===== config.mk =====
export PLATFORM = sky130hd
export DESIGN_NAME = binary_arithmetic_encoder
export DESIGN_NICKNAME = d
export VERILOG_FILES = /design/src/rtl/bae_pkg.sv /design/src/rtl/binary_arithmetic_encoder.sv
export SDC_FILE = /design/constraint.sdc
export NUM_CORES = 1
export LEC_CHECK = 0
export BUFFER_PORTS_ARGS = -buffer_cell sky130_fd_sc_hd__buf_2
export CELL_PAD_IN_SITES_DETAIL_PLACEMENT = 0
export CELL_PAD_IN_SITES_GLOBAL_PLACEMENT = 2
export CORE_MARGIN = 10
export CORE_UTILIZATION = 37
export CTS_CLUSTER_DIAMETER = 120
export DETAILED_ROUTE_END_ITERATION = 8
export PLACE_DENSITY_LB_ADDON = 0.1
export SYNTH_ARGS = -nofsm -noshare
export SYNTH_HDL_FRONTEND = slang
export SYNTH_SLANG_ARGS = --single-unit

===== constraint.sdc =====
create_clock -name clk_i -period 6.27 [get_ports clk_i]
set_clock_uncertainty 0.05 [all_clocks]
set_input_delay 0.3135 -clock clk_i [delete_from_list [all_inputs] [get_ports clk_i]]
set_output_delay 0.3135 -clock clk_i [all_outputs]
set_load 0.02 [all_outputs]

===== src/rtl/bae_pkg.sv =====
package bae_pkg;

  localparam int unsigned CodeW = 32;
  localparam int unsigned MaxResults = 20;
  localparam int unsigned ResCntW = $clog2(MaxResults + 1);

  localparam logic [CodeW-1:0] Half = 32'h8000_0000;
  localparam logic [CodeW-1:0] Quarter = 32'h4000_0000;
  localparam logic [CodeW-1:0] ThreeQuarter = 32'hC000_0000;
  localparam logic [CodeW-1:0] AllOnes = ~32'h0;

  typedef enum logic [2:0] {
    ST_IDLE,
    ST_MUL,
    ST_DIV,
    ST_APPLY,
    ST_NORM,
    ST_FLUSH
  } state_e;

endpackage


===== src/rtl/binary_arithmetic_encoder.sv =====
// Channel | Direction | Handshake                          | Payload
// input   | in        | in_valid_i / in_stall_o            | command_i data_bit_i weight_*_i
// output  | out       | out_valid_o / out_stall_i          | code_bit_o follow_count_o last_o
//         |           |                                    | stream_end_o
// Encode item: a load, the bit-serial shift-add multiply, the restoring divide and an update step,
// then renormalization doublings until the interval straddles the middle again;
// the multiply and divide scale the range by weight_zero over the sum of both weights.
// One item is in work at a time.
// Reset sets the interval to full and clears the pending count at once.
// A stalled output holds renormalization only when a result has to move.
module binary_arithmetic_encoder #(
  parameter int unsigned WEIGHT_BITS = 16
) (
  input  logic                             clk_i,
  input  logic                             rst_ni,
  input  logic                             in_valid_i,
  output logic                             in_stall_o,
  input  logic                             command_i,
  input  logic                             data_bit_i,
  input  logic [WEIGHT_BITS-1:0]           weight_zero_i,
  input  logic [WEIGHT_BITS-1:0]           weight_one_i,
  output logic                             out_valid_o,
  input  logic                             out_stall_i,
  output logic                             code_bit_o,
  output logic [bae_pkg::CodeW-1:0]        follow_count_o,
  output logic                             last_o,
  output logic                             stream_end_o
);

  localparam int unsigned CW = bae_pkg::CodeW;
  localparam int unsigned RangeW = CW + 1;
  localparam int unsigned ProdW = RangeW + WEIGHT_BITS;
  localparam int unsigned DivW = WEIGHT_BITS + 1;
  localparam int unsigned CntW = $clog2((CW > WEIGHT_BITS) ? CW : WEIGHT_BITS);

  bae_pkg::state_e state_q, state_d;

  logic [CW-1:0]          low_q, high_q, pending_q;
  logic [RangeW-1:0]      range_q;
  logic [WEIGHT_BITS-1:0] wz_q;
  logic [DivW-1:0]        div_q;
  logic [ProdW-1:0]       acc_q;
  logic [DivW-1:0]        rem_q;
  logic [CW-1:0]          quo_q;
  logic [CntW-1:0]        cnt_q;
  logic                   bit_q;
  logic                   hold_v_q, hold_bit_q;
  logic [CW-1:0]          hold_follow_q;
  logic [bae_pkg::ResCntW-1:0] res_cnt_q;
  logic                   out_valid_q, out_bit_q, out_last_q, out_end_q;
  logic [CW-1:0]          out_follow_q;

  logic                   in_acc, out_free;
  logic [WEIGHT_BITS-1:0] wz_fix, wo_fix;
  logic [ProdW-1:0]       acc_d;
  logic [DivW:0]          div_t, div_diff;
  logic                   div_ge;
  logic                   emit, mid_case, brk, store, norm_go, flush_go, push;
  logic [CW-1:0]          low_m, high_m;
  logic                   mul_done, div_done;

  assign in_acc = in_valid_i && !in_stall_o;
  assign out_free = !out_valid_q || !out_stall_i;

  assign wz_fix = (weight_zero_i == '0) ? WEIGHT_BITS'(1) : weight_zero_i;
  assign wo_fix = (weight_one_i == '0) ? WEIGHT_BITS'(1) : weight_one_i;

  assign acc_d = {acc_q[ProdW-2:0], 1'b0}
               + (wz_q[WEIGHT_BITS-1] ? ProdW'(range_q) : ProdW'(0));

  assign div_t = {rem_q, quo_q[CW-1]};
  assign div_diff = div_t - {1'b0, div_q};
  assign div_ge = (div_t >= {1'b0, div_q});

  assign mul_done = (cnt_q == CntW'(WEIGHT_BITS - 1));
  assign div_done = (cnt_q == CntW'(CW - 1));

  assign emit = !high_q[CW-1] || low_q[CW-1];
  assign mid_case = (low_q[CW-1:CW-2] == 2'b01) && (high_q[CW-1:CW-2] == 2'b10);
  assign brk = !emit && !mid_case;
  assign store = emit && (res_cnt_q < bae_pkg::ResCntW'(bae_pkg::MaxResults));

  assign low_m = emit ? low_q : (low_q & ~bae_pkg::Quarter);
  assign high_m = emit ? high_q : (high_q | bae_pkg::Quarter);

  always_comb begin
    state_d = state_q;
    case (state_q)
      bae_pkg::ST_IDLE: begin
        if (in_acc) begin
          state_d = command_i ? bae_pkg::ST_FLUSH : bae_pkg::ST_MUL;
        end
      end
      bae_pkg::ST_MUL: begin
        if (mul_done) begin
          state_d = bae_pkg::ST_DIV;
        end
      end
      bae_pkg::ST_DIV: begin
        if (div_done) begin
          state_d = bae_pkg::ST_APPLY;
        end
      end
      bae_pkg::ST_APPLY: state_d = bae_pkg::ST_NORM;
      bae_pkg::ST_NORM: begin
        if (norm_go && brk) begin
          state_d = bae_pkg::ST_IDLE;
        end
      end
      bae_pkg::ST_FLUSH: begin
        if (out_free) begin
          state_d = bae_pkg::ST_IDLE;
        end
      end
      default: state_d = bae_pkg::ST_IDLE;
    endcase
  end

  always_comb begin
    in_stall_o = 1'b1;
    norm_go = 1'b0;
    flush_go = 1'b0;
    push = 1'b0;
    case (state_q)
      bae_pkg::ST_IDLE: in_stall_o = 1'b0;
      bae_pkg::ST_NORM: begin
        norm_go = !(hold_v_q && (store || brk)) || out_free;
        push = norm_go && hold_v_q && (store || brk);
      end
      bae_pkg::ST_FLUSH: flush_go = out_free;
      default: in_stall_o = 1'b1;
    endcase
  end

  always_ff @(posedge clk_i or negedge rst_ni) begin
    if (!rst_ni) begin
      state_q <= bae_pkg::ST_IDLE;
      low_q <= '0;
      high_q <= bae_pkg::AllOnes;
      pending_q <= '0;
      hold_v_q <= 1'b0;
      res_cnt_q <= '0;
      out_valid_q <= 1'b0;
    end else begin
      state_q <= state_d;

      // hold the result register until it is taken
      if (push || flush_go) begin
        out_valid_q <= 1'b1;
      end else if (!out_stall_i) begin
        out_valid_q <= 1'b0;
      end

      case (state_q)
        bae_pkg::ST_APPLY: begin
          if (bit_q) begin
            low_q <= low_q + quo_q;
          end else begin
            high_q <= low_q + quo_q - CW'(1);
          end
          res_cnt_q <= '0;
        end
        bae_pkg::ST_NORM: begin
          if (norm_go) begin
            if (brk) begin
              hold_v_q <= 1'b0;
            end else begin
              low_q <= {low_m[CW-2:0], 1'b0};
              high_q <= {high_m[CW-2:0], 1'b1};
              if (emit) begin
                pending_q <= '0;
                if (store) begin
                  hold_v_q <= 1'b1;
                  res_cnt_q <= res_cnt_q + bae_pkg::ResCntW'(1);
                end
              end else if (pending_q != bae_pkg::AllOnes) begin
                pending_q <= pending_q + CW'(1);
              end
            end
          end
        end
        bae_pkg::ST_FLUSH: begin
          if (flush_go) begin
            low_q <= '0;
            high_q <= bae_pkg::AllOnes;
            pending_q <= '0;
          end
        end
        default: ;
      endcase
    end
  end

  always_ff @(posedge clk_i) begin
    if (push) begin
      out_bit_q <= hold_bit_q;
      out_follow_q <= hold_follow_q;
      out_last_q <= brk;
      out_end_q <= 1'b0;
    end else if (flush_go) begin
      out_bit_q <= |low_q[CW-1:CW-2];
      out_follow_q <= CW'(1);
      out_last_q <= 1'b1;
      out_end_q <= 1'b1;
    end

    if (norm_go && store) begin
      hold_bit_q <= low_q[CW-1];
      hold_follow_q <= pending_q;
    end

    case (state_q)
      bae_pkg::ST_IDLE: begin
        if (in_acc) begin
          bit_q <= data_bit_i;
          wz_q <= wz_fix;
          div_q <= {1'b0, wz_fix} + {1'b0, wo_fix};
          range_q <= {1'b0, high_q} - {1'b0, low_q} + RangeW'(1);
          acc_q <= '0;
          cnt_q <= '0;
        end
      end
      bae_pkg::ST_MUL: begin
        acc_q <= acc_d;
        wz_q <= {wz_q[WEIGHT_BITS-2:0], 1'b0};
        if (mul_done) begin
          rem_q <= acc_d[ProdW-1:CW];
          quo_q <= acc_d[CW-1:0];
          cnt_q <= '0;
        end else begin
          cnt_q <= cnt_q + CntW'(1);
        end
      end
      bae_pkg::ST_DIV: begin
        rem_q <= div_ge ? div_diff[DivW-1:0] : div_t[DivW-1:0];
        quo_q <= {quo_q[CW-2:0], div_ge};
        cnt_q <= cnt_q + CntW'(1);
      end
      default: ;
    endcase
  end

  assign out_valid_o = out_valid_q;
  assign code_bit_o = out_bit_q;
  assign follow_count_o = out_follow_q;
  assign last_o = out_last_q;
  assign stream_end_o = out_end_q;

  a_idle_straddles: assert property (@(posedge clk_i) disable iff (!rst_ni)
    (state_q == bae_pkg::ST_IDLE) |-> (!low_q[CW-1] && high_q[CW-1]))
    else $error("interval does not straddle the middle while idle");

  a_hold_in_norm: assert property (@(posedge clk_i) disable iff (!rst_ni)
    hold_v_q |-> (state_q == bae_pkg::ST_NORM))
    else $error("held result outside renormalization");

  a_res_limit: assert property (@(posedge clk_i) disable iff (!rst_ni)
    res_cnt_q <= bae_pkg::ResCntW'(bae_pkg::MaxResults))
    else $error("result count beyond limit");

  a_flush_path: assert property (@(posedge clk_i) disable iff (!rst_ni)
    (in_acc && command_i) |=> (state_q == bae_pkg::ST_FLUSH))
    else $error("flush item did not enter flush");

endmodule

==> impl_metrics.tcl <==
set metrics [dict create \
    outcome "finished clean" \
    drcViolationCount 0 \
    crit_type "reg -> reg" \
    fin_util_pct 42.3 \
    antenna_found_initial 1 \
    io_buffers 74 \
    finalCritPeriodShare_pct 78.1 \
    die-area_um2 69100 \
    synth_cells 2258 \
    grtUsageMet3_pct 2.21 \
    synth_compound_area_share_pct 17.9 \
    numCtsBuffers 43 \
    synth-xor-area-share_pct 5.77 \
    drtAntennaViolNets 0 \
    synth_nets 2467 \
    fin_cells 3105 \
    worstPathRequired_ns 6.71 \
    fillCellCount 5618 \
    ys_async_sr_fraction_pct 30.9 \
    p_per_area_nw_per_um2 602 \
    slew_viol_final 0 \
    dr.pass1.iters 6 \
    grt_first_pass_wirelength_mm 95.0 \
    final_cell_mix "236 x edfxtp_1, 213 x nand2_1, 183 x nor2_1, 166 x ha_1, 165 x o21ai_0" \
    crit_path_end_kind "register" \
    hp-class "in -> reg" \
    syn_to_final_growth_pct 12.4 \
    synth_top_family_by_area "compound AO/OA/AOI/OAI gates" \
    holdWs_ns 0.121 \
    grt_remaining_overflow 0 \
    global_route.usage.met2_pct 26.0 \
    grt_use_met1_pct 24.0 \
    place_congestion 0.835 \
    clockBufferDepth 3 \
    syn_area_um2 21800 \
    max_freq_ghz 0.204 \
    p_leak_nw 9.94 \
    tns_ns 0 \
    rsz0062_at_grt "no" \
    clk_latency_ns 0.59 \
    fin_nets 2514 \
    core_area_um2 58000 \
    start_util_pct 37.6 \
    via_per_inst 5.43 \
    ys_seq_area_share_pct 44.9 \
    crit_arrival_ns 5.34 \
    yosys.area_share.simple_pct 17.0 \
    synth_cell_types 86 \
    tightestPinTransition_ns 1.18 \
    cp_max_fo 8 \
    die_h_um 263 \
    cap_violations 0 \
    layout_min_cycle_time_ns 4.90 \
    synth_ff_type "edfxtp_1" \
    dp_cells 3009 \
    cts_tree "yes" \
    track_usage_pct 16.8 \
    vias 16851 \
    hold_viol_final 0 \
    num_rows 88 \
    ctsHtreeMaxLevel 2 \
    synth_fa_ha_area_share_pct 9.98 \
    final_common_cell "edfxtp_1" \
    top_usage_layer "met2" \
    yosys_warnings 0 \
    setup-violations-final 0 \
    syn_area_per_cell_um2 9.66 \
    routedWlPerCell_um 19.0 \
    start_kind "register" \
    drt_wl_total_mm 59.1 \
    die_w_um 263 \
    ir_drop_uv 269 \
    synth_edf_count 236 \
    cts_setup_buffers 0 \
    grt_pass1_vias 16847 \
    clock-sinks 343 \
    ios 75 \
    synth_seq_cells 343 \
    clock-root-buffer "clkbuf_16" \
    synth_mux_area_share_pct 0.516 \
    cts.clk_slew.worst_paths_ns 0.06 \
    dp_hpwl_mm 42.6 \
    slew_headroom_pct 20.9 \
    drtIter0Drc 1363 \
    grt_max_degree 65 \
    drive_gt1_share_pct 10.6 \
]
routing by layer:
| metal | vias to the layer above | part of all wire (%) |
|---|---|---|
| li1 | 8322 | - |
| met1 | 8183 | 50 |
| met2 | 274 | 44 |
| met3 | 72 | 3.5 |
| met4 | 0 | 2.4 |
| met5 | - | 0 |
power breakdown:
group | internal, mW | switching, mW
clock | 1.39 | 1.03
sequential | 3.81 | 0.435
combinational | 3.02 | 5.07
flip-flops by register name (all words and copies together), names as in the netlist, 5 cells and up:
signal / count
rem_q: 17
follow_count_o: 32
res_cnt_q: 5
pending_q: 32
cnt_q: 5
quo_q: 32
acc_q: 48
hold_follow_q: 32
range_q: 33
div_q: 17
low_q: 32
wz_q: 16
high_q: 32
timing repair:
item,CTS,global route
resized for setup,0,0
hold endpoints to repair,50,0
setup endpoints to repair,0,0
hold buffers,16,0
cells in the mapped netlist (all sizes together), types with 37 or more instances:
cell / instances / area share, %
edfxtp: 236 / 32
ha: 166 / 9.5
xnor2: 79 / 3.2
nor2: 186 / 3.2
a21oi: 165 / 3.8
xor2: 64 / 2.6
dfrtp: 74 / 8.5
nand3: 46 / 1.1
nand2: 215 / 3.7
clkbuf: 109 / 1.9
a21o: 48 / 1.7
o21ai: 172 / 3.9
inv: 113 / 1.9
nor3: 53 / 1.2
a211oi: 37 / 1.3
and3: 37 / 1.1
and2: 73 / 2.1
layout make-up:
class                      count  area, µm²  area share (%)
antenna                        1       2.50          0.0102
clock buffer                  57       1160            4.73
clock inverter                22        193           0.786
inverter                     113        424            1.73
multi-input combinational   1688      11300            45.9
sequential                   343       9800            40.0
tap                          765        957            3.90
timing repair buffer         116        728            2.97
critical path, cell delays in order, from the launching register on:
cell       delay (ns)
edfxtp_1         0.41
ha_1             0.47
nand2_1          0.12
nor3_1           0.46
o21ai_1          0.16
buf_4            0.19
a2111oi_1        0.98
o21ai_0          0.29
xor2_1           0.31
nand3b_1         0.21
or4_4            0.59
nor4_4           0.23
xnor2_1          0.11
a221oi_2         0.23
path summary, 6_finish.rpt:
check | start | endpoint | slack (ns) | cells past startpoint
worst max-delay path | quo_q[5] | high_q[31] | 1.37 | 13
worst min-delay path | out_stall_i | out_valid_o | 0.12 | 3
worst max register to register | quo_q[5] | high_q[31] | 1.37 | 13
worst min register to register | high_q[2] | high_q[2] | 0.43 | 2
max in group asynchronous | rst_ni | low_q[23] | 4.58 | 3
min in group asynchronous | rst_ni | pending_q[23] | 0.30 | 2
cell families after synthesis:
| logic type | after synthesis |
|---|---|
| AOI/OAI and AO/OA | 608 |
| buffers and inverters | 227 |
| and+or+nand+nor | 755 |
| DFF | 343 |
| xor gates and xnor gates | 143 |
| adders and majority gates | 171 |
| muxes | 11 |
per-stage QoR:
step | setup slack [ns] | instance area, µm² | total power [mW]
4_1_cts | 1.46 | 24500 | 14.9
3_5_place_dp | 1.49 | 23000 | 12.4
6_report | 1.37 | 24500 | 14.8
2_1_floorplan | 1.63 | 21800 | 10.1
3_3_place_gp | 1.46 | 23000 | 12.4
5_1_grt | 0.866 | 24500 | 16.0
(Power assumes the default switching activity.)
